`src/hdl/light_uv_poly_fixed_eval_core_defines.svh`:
```
// Assertion macros for the light/UV polynomial evaluator
`ifndef LIGHT_UV_POLY_FIXED_EVAL_CORE_DEFINES_SVH
`define LIGHT_UV_POLY_FIXED_EVAL_CORE_DEFINES_SVH
`ifndef SYNTH
`define LUV_ASSERT(label, prop, msg) \
  label: assert property (@(posedge clk) disable iff (rst) prop) else $error(msg);
`define LUV_ASSERT_RST(label, prop, msg) \
  label: assert property (@(posedge clk) prop) else $error(msg);
`else
`define LUV_ASSERT(label, prop, msg)
`define LUV_ASSERT_RST(label, prop, msg)
`endif
`endif

```
`src/hdl/luv_pkg.sv`:
```
`default_nettype none
package luv_pkg;

  // ROM word: info[31:16] (shift byte, sign/xo/yo byte), magnitude[15:0]
  localparam int RomDepth = 15;
  localparam logic [31:0] CoefRom [RomDepth] = '{
    // high-range lux table
    32'h0000_00D1, 32'h0681_005D, 32'h0810_0041, 32'hF591_00EA,
    // low-range lux table
    32'h0000_0000, 32'h0781_717D, 32'hFC02_8E0B, 32'h0910_5135,
    32'hFE91_E235, 32'hF912_9560, 32'hFDA0_B6B7, 32'hFA21_CA77,
    32'hF8A2_E630,
    // UV table
    32'h0501_78B6, 32'hFD82_B4DD
  };

  localparam logic [3:0] HighFirst = 4'd0;
  localparam logic [3:0] HighLast  = 4'd3;
  localparam logic [3:0] LowFirst  = 4'd4;
  localparam logic [3:0] LowLast   = 4'd12;
  localparam logic [3:0] UvFirst   = 4'd13;
  localparam logic [3:0] UvLast    = 4'd14;

  localparam logic [22:0] ThreshReset = 23'd16000;
  localparam int OutFrac = 12;

  typedef enum logic [2:0] {
    S_IDLE, S_TERM, S_SETUP, S_DIV, S_SHIFT, S_MUL, S_ACC, S_FIN
  } state_t;

endpackage
`default_nettype wire

```
`src/hdl/luv_ifs.sv`:
```
`default_nettype none
// sample channel: four signed sensor counts
interface luv_in_if;
  logic               valid;
  logic               ready;
  logic signed [23:0] uv_count;
  logic signed [23:0] visible_high_count;
  logic signed [23:0] infrared_count;
  logic signed [23:0] visible_low_count;
  modport source (output valid, uv_count, visible_high_count, infrared_count,
                  visible_low_count, input ready);
  modport sink (input valid, uv_count, visible_high_count, infrared_count,
                visible_low_count, output ready);
endinterface

// result channel
interface luv_out_if;
  logic        valid;
  logic        ready;
  logic [30:0] lux_value;
  logic [30:0] uv_index_value;
  logic        high_range_used;
  modport source (output valid, lux_value, uv_index_value, high_range_used,
                  input ready);
  modport sink (input valid, lux_value, uv_index_value, high_range_used,
                output ready);
endinterface

// threshold write channel
interface luv_cfg_if;
  logic        valid;
  logic        ready;
  logic [22:0] data;
  modport source (output valid, data, input ready);
  modport sink (input valid, data, output ready);
endinterface
`default_nettype wire

```
`src/hdl/light_uv_poly_fixed_eval_core.sv`:
```
// Light/UV calibration polynomial evaluator.
// samples: one beat carries four signed 24-bit counts (uv, visible high,
//   infrared, visible low). results: one beat carries lux and UV index
//   (unsigned, 12 fraction bits, 31 bits) and the high-range flag.
// cfg: writes the 23-bit range threshold; always ready, write only while idle.
// Each non-constant term of the coefficient ROM runs on one shared restoring
// divider, one barrel shifter and one 32x32 multiplier.
// A term steps through term setup, then per factor setup, divide, shift and
// multiply (twice for a squared factor), then accumulate; a constant term
// goes from term setup straight to accumulate. The lux terms of the selected
// range run first, then the UV terms. A new sample is taken only while idle,
// so the next sample waits until the result has gone to the output register.
// A finished result sits in the output register until taken; the sequencer
// may run the next item meanwhile and waits at its end only if the register
// is still full. Reset (rst, synchronous) empties the pipeline and sets
// the threshold to 16000.
`default_nettype none
`include "light_uv_poly_fixed_eval_core_defines.svh"
module light_uv_poly_fixed_eval_core (
  input  wire logic clk,
  input  wire logic rst,
  luv_in_if.sink    samples,
  luv_out_if.source results,
  luv_cfg_if.sink   cfg
);
  import luv_pkg::*;

  state_t state, state_next;

  logic [22:0] thresh;
  logic [31:0] xv, yv, uvv;
  logic        high, phase, pass, mulsq, qneg;
  logic        frac_hi;
  logic [3:0]  idx;
  logic [31:0] dvd, fac, term, acc;
  logic [15:0] rem;
  logic [4:0]  cnt;
  logic [30:0] lux_res;
  logic        out_valid;
  logic [30:0] out_lux, out_uv;
  logic        out_high;

  // saturated magnitude of a finished sum
  function automatic logic [31:0] acc_abs_fin(input logic [31:0] a);
    if (a == 32'h8000_0000) return 32'h7FFF_FFFF;
    return a[31] ? (32'd0 - a) : a;
  endfunction

  // ROM entry decode
  logic [31:0] word;
  logic [15:0] mag;
  logic signed [7:0] sh;
  logic [2:0]  xo, yo, ord;
  logic        neg, is_const;
  assign word     = CoefRom[idx];
  assign mag      = word[15:0];
  assign sh       = word[31:24];
  assign neg      = word[23];
  assign xo       = word[22:20];
  assign yo       = word[18:16];
  assign is_const = (xo == 3'd0) && (yo == 3'd0);
  assign ord      = pass ? yo : xo;

  // range select
  logic high_sel;
  assign high_sel = (samples.visible_high_count > $signed({2'b00, thresh})) ||
                    (samples.infrared_count > $signed({2'b00, thresh}));

  // divider step and setup values
  logic [31:0] dshift, dabs;
  logic [16:0] rsh;
  logic        rge;
  assign dshift = (pass ? yv : xv) << (frac_hi ? 5'd15 : 5'd7);
  assign dabs   = dshift[31] ? (32'd0 - dshift) : dshift;
  assign rsh    = {rem, dvd[31]};
  assign rge    = rsh >= {1'b0, mag};

  // shifter
  logic [31:0] q, shf;
  logic [8:0]  rsa;
  assign q   = qneg ? (32'd0 - dvd) : dvd;
  assign rsa = 9'd0 - {sh[7], sh};
  assign shf = sh[7] ? 32'($signed(q) >>> rsa) : (q << sh[6:0]);

  // accumulate and absolute value
  logic [31:0] acc_new, acc_abs;
  assign acc_new = neg ? (acc - term) : (acc + term);
  assign acc_abs = (acc_new == 32'h8000_0000) ? 32'h7FFF_FFFF :
                   (acc_new[31] ? (32'd0 - acc_new) : acc_new);

  logic last;
  assign last = phase ? (idx == UvLast) : (high ? (idx == HighLast) : (idx == LowLast));

  // next state
  always_comb begin
    state_next = state;
    case (state)
      S_IDLE:  if (samples.valid) state_next = S_TERM;
      S_TERM:  state_next = is_const ? S_ACC : S_SETUP;
      S_SETUP: begin
        if (ord != 3'd0) state_next = S_DIV;
        else if (pass) state_next = S_ACC;
      end
      S_DIV:   if (cnt == 5'd31) state_next = S_SHIFT;
      S_SHIFT: state_next = S_MUL;
      S_MUL: begin
        if (!mulsq) state_next = pass ? S_ACC : S_SETUP;
      end
      S_ACC:   state_next = (last && phase) ? S_FIN : S_TERM;
      S_FIN:   if (!out_valid || results.ready) state_next = S_IDLE;
      default: state_next = S_IDLE;
    endcase
  end

  // port outputs
  always_comb begin
    samples.ready           = (state == S_IDLE);
    cfg.ready               = 1'b1;
    results.valid           = out_valid;
    results.lux_value       = out_lux;
    results.uv_index_value  = out_uv;
    results.high_range_used = out_high;
  end

  // control registers
  always_ff @(posedge clk) begin
    if (rst) begin
      state     <= S_IDLE;
      thresh    <= ThreshReset;
      out_valid <= 1'b0;
    end else begin
      state <= state_next;
      if (cfg.valid) thresh <= cfg.data;
      if (state == S_FIN && (!out_valid || results.ready)) out_valid <= 1'b1;
      else if (results.ready) out_valid <= 1'b0;
    end
  end

  // datapath
  always_ff @(posedge clk) begin
    case (state)
      S_IDLE: begin
        uvv     <= 32'(samples.uv_count);
        xv      <= high_sel ? 32'(samples.visible_high_count)
                            : 32'(samples.visible_low_count);
        yv      <= 32'(samples.infrared_count);
        high    <= high_sel;
        frac_hi <= !high_sel;
        phase   <= 1'b0;
        idx     <= high_sel ? HighFirst : LowFirst;
        acc     <= 32'd0;
      end
      S_TERM: begin
        pass <= 1'b0;
        term <= is_const ? ({16'd0, mag} << OutFrac) : 32'd1;
      end
      S_SETUP: begin
        if (ord == 3'd0) pass <= 1'b1;
        else begin
          qneg  <= dshift[31];
          dvd   <= dabs;
          rem   <= 16'd0;
          cnt   <= 5'd0;
          mulsq <= ord > 3'd1;
        end
      end
      S_DIV: begin
        rem <= rge ? 16'(rsh - {1'b0, mag}) : rsh[15:0];
        dvd <= {dvd[30:0], rge};
        cnt <= cnt + 5'd1;
      end
      S_SHIFT: fac <= shf;
      S_MUL: begin
        term  <= 32'(term * fac);
        mulsq <= 1'b0;
        if (!mulsq) pass <= 1'b1;
      end
      S_ACC: begin
        if (last && !phase) begin
          lux_res <= acc_abs[30:0];
          phase   <= 1'b1;
          idx     <= UvFirst;
          acc     <= 32'd0;
          xv      <= 32'd0;
          yv      <= uvv;
          frac_hi <= 1'b1;
        end else begin
          acc <= acc_new;
          // hold the index on the last UV term
          if (!last) idx <= idx + 4'd1;
        end
      end
      S_FIN: begin
        if (!out_valid || results.ready) begin
          out_lux  <= lux_res;
          out_uv   <= 31'(acc_abs_fin(acc));
          out_high <= high;
        end
      end
      default: ;
    endcase
  end

  `LUV_ASSERT(a_start, samples.valid && samples.ready |=> state == S_TERM, "no start")
  `LUV_ASSERT(a_div, state == S_DIV && cnt != 5'd31 |=> state == S_DIV, "div cut short")
  `LUV_ASSERT(a_idx, state != S_IDLE |-> idx <= UvLast, "ROM index out of range")
  `LUV_ASSERT_RST(a_rst, rst |=> !results.valid && state == S_IDLE, "reset failed")

endmodule
`default_nettype wire
```
`src/flat_wrapper.sv`:
```
// flat-port wrapper written by rule: the top's interface ports become plain ports
module light_uv_poly_fixed_eval_core_flat import luv_pkg::*;
  (clk, rst, samples_valid, samples_uv_count, samples_visible_high_count, samples_infrared_count, samples_visible_low_count, samples_ready, results_valid, results_lux_value, results_uv_index_value, results_high_range_used, results_ready, cfg_valid, cfg_data, cfg_ready);
  luv_in_if samples_i ();
  luv_out_if results_i ();
  luv_cfg_if cfg_i ();
  input  wire logic clk;
  input  wire logic rst;
  input wire logic [$bits(samples_i.valid)-1:0] samples_valid;
  input wire logic [$bits(samples_i.uv_count)-1:0] samples_uv_count;
  input wire logic [$bits(samples_i.visible_high_count)-1:0] samples_visible_high_count;
  input wire logic [$bits(samples_i.infrared_count)-1:0] samples_infrared_count;
  input wire logic [$bits(samples_i.visible_low_count)-1:0] samples_visible_low_count;
  output wire logic [$bits(samples_i.ready)-1:0] samples_ready;
  output wire logic [$bits(results_i.valid)-1:0] results_valid;
  output wire logic [$bits(results_i.lux_value)-1:0] results_lux_value;
  output wire logic [$bits(results_i.uv_index_value)-1:0] results_uv_index_value;
  output wire logic [$bits(results_i.high_range_used)-1:0] results_high_range_used;
  input wire logic [$bits(results_i.ready)-1:0] results_ready;
  input wire logic [$bits(cfg_i.valid)-1:0] cfg_valid;
  input wire logic [$bits(cfg_i.data)-1:0] cfg_data;
  output wire logic [$bits(cfg_i.ready)-1:0] cfg_ready;
  assign samples_i.valid = samples_valid;
  assign samples_i.uv_count = samples_uv_count;
  assign samples_i.visible_high_count = samples_visible_high_count;
  assign samples_i.infrared_count = samples_infrared_count;
  assign samples_i.visible_low_count = samples_visible_low_count;
  assign samples_ready = samples_i.ready;
  assign results_valid = results_i.valid;
  assign results_lux_value = results_i.lux_value;
  assign results_uv_index_value = results_i.uv_index_value;
  assign results_high_range_used = results_i.high_range_used;
  assign results_i.ready = results_ready;
  assign cfg_i.valid = cfg_valid;
  assign cfg_i.data = cfg_data;
  assign cfg_ready = cfg_i.ready;
  light_uv_poly_fixed_eval_core u_core (.clk(clk), .rst(rst), .samples(samples_i), .results(results_i), .cfg(cfg_i));
endmodule
```
`config.mk`:
```
export PLATFORM = sky130hd
export DESIGN_NAME = light_uv_poly_fixed_eval_core_flat
export DESIGN_NICKNAME = d
export VERILOG_FILES = /design/src/hdl/luv_pkg.sv /design/src/hdl/luv_ifs.sv /design/src/hdl/light_uv_poly_fixed_eval_core.sv /design/src/flat_wrapper.sv
export VERILOG_INCLUDE_DIRS = /design/src /design/src/hdl
export SDC_FILE = /design/constraint.sdc
export NUM_CORES = 2
export LEC_CHECK = 0
export BUFFER_PORTS_ARGS = -buffer_cell sky130_fd_sc_hd__buf_4
export CELL_PAD_IN_SITES_DETAIL_PLACEMENT = 1
export CELL_PAD_IN_SITES_GLOBAL_PLACEMENT = 2
export CORE_MARGIN = 4
export CORE_UTILIZATION = 34
export CTS_BUF_LIST = sky130_fd_sc_hd__clkbuf_4
export DETAILED_ROUTE_END_ITERATION = 7
export PLACE_DENSITY = 0.78
export SYNTH_ARGS = -nofsm -noshare
export SYNTH_HDL_FRONTEND = slang
export SYNTH_SLANG_ARGS = --single-unit
```
`constraint.sdc`:
```
create_clock -name clk -period 7.31 [get_ports clk]
set_clock_uncertainty 0.1 [all_clocks]
set_input_delay 2.193 -clock clk [delete_from_list [all_inputs] [get_ports clk]]
set_output_delay 2.193 -clock clk [all_outputs]
set_load 0.01 [all_outputs]
```
[After elaboration in Yosys (flattened, before gate mapping)]
Memory sizes are Yosys's and may differ from the RTL's.
Cells that the tools add are included.
Storage, ports and cells
  bits of input ports: 124
  register bits after elaboration: 368
  ROM bits: 512
  memories kept: 1
Memories
  (no name shown): words 16, width 32, read ports 1, clocked after memory_dff 0, wr ports 0, RTL line light_uv_poly_fixed_eval_core.sv:55  | assign word = CoefRom[idx];
Cells by class
  shift-type cells: 3
  equal/unequal tests: 22
  add/subtract/negate cells: 10
  muxes and demuxes: 58
  multipliers: 1
  bitwise operators: 2
  order comparisons: 5
  reductions and logical operators: 29
Operator list (count)
  $mux 32: 12
  $pmux 32 s2: 5
  $mux 31: 4
  $eq 32x32->1 const B: 2
  $sub 1x32->32 const A: 2
  $sub 1x31->31 const A: 2
  $gt 24x24->1: 2
  $mux 3: 11
  $add 32x32->32: 1
  $mul 32x32->32: 1
  $mux 16: 2
  $pmux 16 s2: 1
  $shl 32x5->32: 1
  $shl 32x7->32: 1
  $sshr 32x9->32: 1
  $sub 32x32->32: 1
  $mux 28: 1
  $pmux 3 s8: 1
  $ge 17x16->1: 1
  $sub 16x16->16: 1
  $reduce_and 2->1: 7
  $eq 3x3->1 const B: 4
  $logic_not 3->1: 4
  $mux 4: 3
  other kinds (29): 59

[Logic depth before layout (Yosys ltp)]
  word-level depth: 8
  mapped depth: 31
  depth with buffers taken out: 29

[Worst setup path before layout]
Ideal clock, no wire load.
  kind: flip-flop to flip-flop
  start: reg u_core.term[7]
  end: reg u_core.term[31], data pin
  setup slack: -0.112 ns
  data required time: 6.945 ns
  setup time: 0.265 ns
  stages on the path, launching flop included: 31
  arrival: 7.057 ns
  path through: edfxtp_1 > clkbuf_1 > clkbuf_1 > nand2_1 > fa_1 > inv_1 > fa_1 > fa_1 > inv_1 > fa_1 > inv_1 > fa_1 > inv_1 > fa_1 > inv_1 > fa_1 > inv_1 > fa_1 > inv_1 > ha_1 > a21oi_1 > o21ai_0 > a21oi_1 > o21bai_1 > a311oi_1 > o21ai_1 > nand2_1 > o21ai_1 > o32a_1 > xnor2_1 > nor2_1
On the way
  cells in the longest elaborated chain, start to end: 2
Ends and longest elaborated chain
  start, declared: RTL line light_uv_poly_fixed_eval_core.sv:35  | logic [31:0] dvd, fac, term, acc;
  start signal, assigned: RTL line light_uv_poly_fixed_eval_core.sv:155  | term <= is_const ? ({16'd0, mag} << OutFrac) : 32'd1;
  start signal, assigned: RTL line light_uv_poly_fixed_eval_core.sv:174  | term <= 32'(term * fac);
  $mul 32x32->32: RTL line light_uv_poly_fixed_eval_core.sv:174
  $pmux 32 s2: RTL line light_uv_poly_fixed_eval_core.sv:141  | case (state)
Every way passes these cells.
A chain may end at the register's enable or synchronous reset.

[Worst setup path in the final report]
  start: reg u_core.fac[7]
  end: reg u_core.term[31], data pin
On the way
  cells in the longest elaborated chain, start to end: 2
Ends and longest elaborated chain
  start, declared: RTL line light_uv_poly_fixed_eval_core.sv:35
  start signal, assigned: RTL line light_uv_poly_fixed_eval_core.sv:172  | S_SHIFT: fac <= shf;
  $mul 32x32->32: RTL line light_uv_poly_fixed_eval_core.sv:174
  $pmux 32 s2: RTL line light_uv_poly_fixed_eval_core.sv:141
Every way passes these cells.

==> flow_results.org <==
** Global route
- Global routing finished with a remaining overflow of 0.
- The number of global-route vias before repair is 35,100.
- Antenna violations before repair :: 5
- Pin count of the biggest net entering global routing :: 81
- The first global-routing pass estimated 210,000 microns of wire.
- Global-route usage over all layers :: 21.6%

** Yosys
- Syn_area_per_cell :: 9.08 sq um
- Yosys attributes the largest share of cell area to edfxtp_1, fa_1, ha_1.
- In this run the cell area of the synthesized design comes to 0.0404 sq mm.
- Synth Flop Type :: edfxtp_1
- Total nets after synthesis :: 5,211
- Number of enable-type register cells in the synthesized netlist :: 325
- Number of distinct library cell variants in the gate-level netlist after synthesis :: 103
- Synthesized instance count :: 4,447
- Flip-flop and latch count after synthesis :: 352
- After synthesis, the largest area contributor takes up 24.2% of total cell area.
- Of all flip-flops after synthesis, the portion carrying an async set or reset was 0%.
- Of the synthesized area, sequential elements account for 25.5%.
- The biggest area contributor in the post-synthesis netlist is edfxtp_1.
- Synth warnings :: 0

** CTS
- The longest clock path from root to sink contains 3 buffers.
- TritonCTS Sinks :: 352
- In this run the number of H-tree levels came out at 3.
- For the worst-skew pair, the clock arrives at the later sink with an insertion delay of 950 ps.
- CTS Hold Bufs :: 0
- Cts bufs inserted :: 97
- TritonCTS built the clock tree.
- Clock-pin slew was measured on the worst setup and hold paths at 80 ps.
- Buffer type at the clock tree root :: clkbuf_4

** Drt
- Post-Route WL :: 136,000 microns
- Violation count after the first detailed-route iteration :: 2,025
- For this run, the detailed router's first-pass iteration total came to 5.
- After detailed routing, the number of remaining DRC violations is 0.
- The final route contains 32,900 vias.
- Dividing the detail-routed via count by the number of cells gives 5.19.
- After detailed routing, the average wire length per cell comes to 21.4 microns.
- In this run the remaining antenna-violating nets after routing total 0.

** Final layout
- Number of filler instances in the final layout :: 13,800
- The area growth from synthesis to layout is 14.5%.
- Fraction of layout cells with a size suffix above 1 :: 15.1%
- Finished Cell Area :: 0.0462 sq mm
- At the end of the flow, the number of nets in the layout was 5,482.

** Setup path
- Top Family by Delay on Critical Path :: adder cells
- For the worst setup path, the data required time is 7890 ps.
- The setup path with the least slack is of type reg2reg.
- The critical path contains buffers and inverters numbering 7 combined.
- Counting stages on the worst path, the most repeated cell is fa_1.
- Max stage delay cell, worst path :: fa_1
- At the worst endpoint, the arrival time is 7800 ps.
- Nature of the critical path startpoint :: register
- The worst setup path is captured at a register.
- Critical register-to-register path startpoint :: u_core.fac[7]
- Worst setup path startpoint :: u_core.fac[7]
- Crit-path max cell delay :: 550 ps
- Largest fanout on the critical path :: 4

** Floorplanning
- Measured along the x axis, the die boundary spans 353 microns.
- Once the floorplan was initialized, standard cells occupied 34.2% of the core.
- Standard-cell rows :: 126
- In this run the standard cell core region covers 0.118 sq mm.
- Die span in y :: 353 microns
- In this run the count of I/O pins placed on the die edge is 190.
- The floorplan step defined a die boundary enclosing 0.124 sq mm.

** Placement
- Port buffering added 188 buffers.
- After detailed placement, the total cell area comes to 0.0446 sq mm.
- Gp weighted congestion :: 0.903
- HPWL Detailed :: 110,000 microns

** STA
- Period utilization :: 98.7%
- The number of max-slew violations in the final report is 0.
- Accumulated negative setup slack :: 0 ps
- Slew at the pin with the worst max-slew slack :: 1140 ps
- Counting I/O delays and the setup requirement, the final critical path takes 7220 ps.
- In this run the tightest slew margin relative to its limit is 23.4%.
- Setup violations remaining at the end of the flow were counted as 0.
- Final hold slack :: 316 ps
- Unrepaired setup endpoints after global routing :: yes
- For this run, the top clock speed supported by timing is 0.139 GHz.
- Final Hold Fails :: 0

** Hold path
- In this run the most critical hold path is launched from u_core.lux_res[7].
- Worst hold path type :: reg2reg

** Outcome
- Result of the run :: complete, no violations

** Run
- Maximum capacitance violations :: 0
## cells by family after synthesis
kind of cell	count (synthesis)	share of synthesized area, %
AND/OR/NAND/NOR	1604	18.9
buffers and inverters	782	7.54
AO/OA/AOI/OAI	689	11.2
adder cells (fa/ha/maj)	640	27.4
flip-flops	352	25.5
XOR/XNOR	243	5.29
multiplexers	136	4.03
other	1	0.00928
## sequential cells by signal, indices dropped and copies added, names as in the netlist, 3 cells and up
register	flops
u_core.uvv	24
u_core.fac	32
u_core.idx	4
u_core.results.uv_index_value	31
u_core.yv	24
u_core.lux_res	31
u_core.cnt	5
u_core.dvd	32
u_core.acc	32
u_core.results.lux_value	31
u_core.state	3
u_core.xv	24
u_core.rem	16
u_core.thresh	23
u_core.term	32
## final cells by class
type | instances | area, sq um | area share, %
sequential | 352 | 10300 | 22.3
clock buffer | 139 | 1040 | 2.26
antenna | 5 | 12.5 | 0.0271
multi-input combinational | 3313 | 27500 | 59.4
tap | 1536 | 1920 | 4.16
timing repair buffer | 422 | 3340 | 7.22
clock inverter | 31 | 143 | 0.308
inverter | 532 | 2000 | 4.32
## cell usage in the layout (no fill, tap or decap), drive strengths merged, types with 15 or more instances in the layout
master and count:
a211oi 28, a21o 56, a21oi 173, a31oi 27
and2 303, and3 22, buf 422, clkbuf 139
clkinv 28, dfxtp 27, edfxtp 325, fa 410
ha 230, inv 535, mux2i 103, mux4 20
nand2 657, nand2b 26, nand3 80, nand4 27
nor2 300, nor2b 21, nor3 65, nor4 16
o211ai 33, o21a 26, o21ai 150, o22ai 16
o31ai 31, o41ai 19, or2 15, or3 28
xnor2 132, xor2 111
## cells in the mapped netlist, drive strengths merged (27+ instances only)
cell / number
ha: 230
nand4: 27
a21o: 56
o21ai: 150
or3: 28
a211oi: 28
buf: 46
fa: 410
and2: 303
a31oi: 27
edfxtp: 325
o211ai: 33
nor3: 65
inv: 531
nand2: 657
a21oi: 173
nand3: 80
nor2: 300
xor2: 111
mux2i: 103
xnor2: 132
clkbuf: 204
dfxtp: 27
o31ai: 31
## routing by layer
metal,vias to the layer above,GRT usage (%),part of all wire (%)
li1,15400,-,-
met1,16600,28.8,44
met2,644,37.2,49
met3,189,2.67,3.9
met4,0,5.69,2.7
met5,-,0,0
## path summary, 6_finish.rpt
check | cells past startpoint | to | slack (ps)
max | 28 | u_core.term[31] | 90
min | 0 | u_core.results.lux_value[7] | 320
max reg2reg | 28 | u_core.term[31] | 90
min reg2reg | 0 | u_core.results.lux_value[7] | 320
## what timing repair did
item	4_1_cts	5_1_grt
endpoints found under the hold margin	0	0
pin swaps	26	55
gates cloned	0	0
setup buffers	9	8
gates resized for setup	26	49
endpoints found under the setup margin	8	9
## through the flow
step	std cells	setup slack, ps	utilization, %
2_1_floorplan	4447	0.103	-
6_report	6330	93.3	39.2
3_3_place_gp	6140	-132	37.8
3_5_place_dp	6140	-315	37.8
5_1_grt	6329	-155	39.2
4_1_cts	6319	1.51	38.9
Power is not shown: default switching activity piles up to over one toggle a cycle in this logic, so the estimate is an artifact.
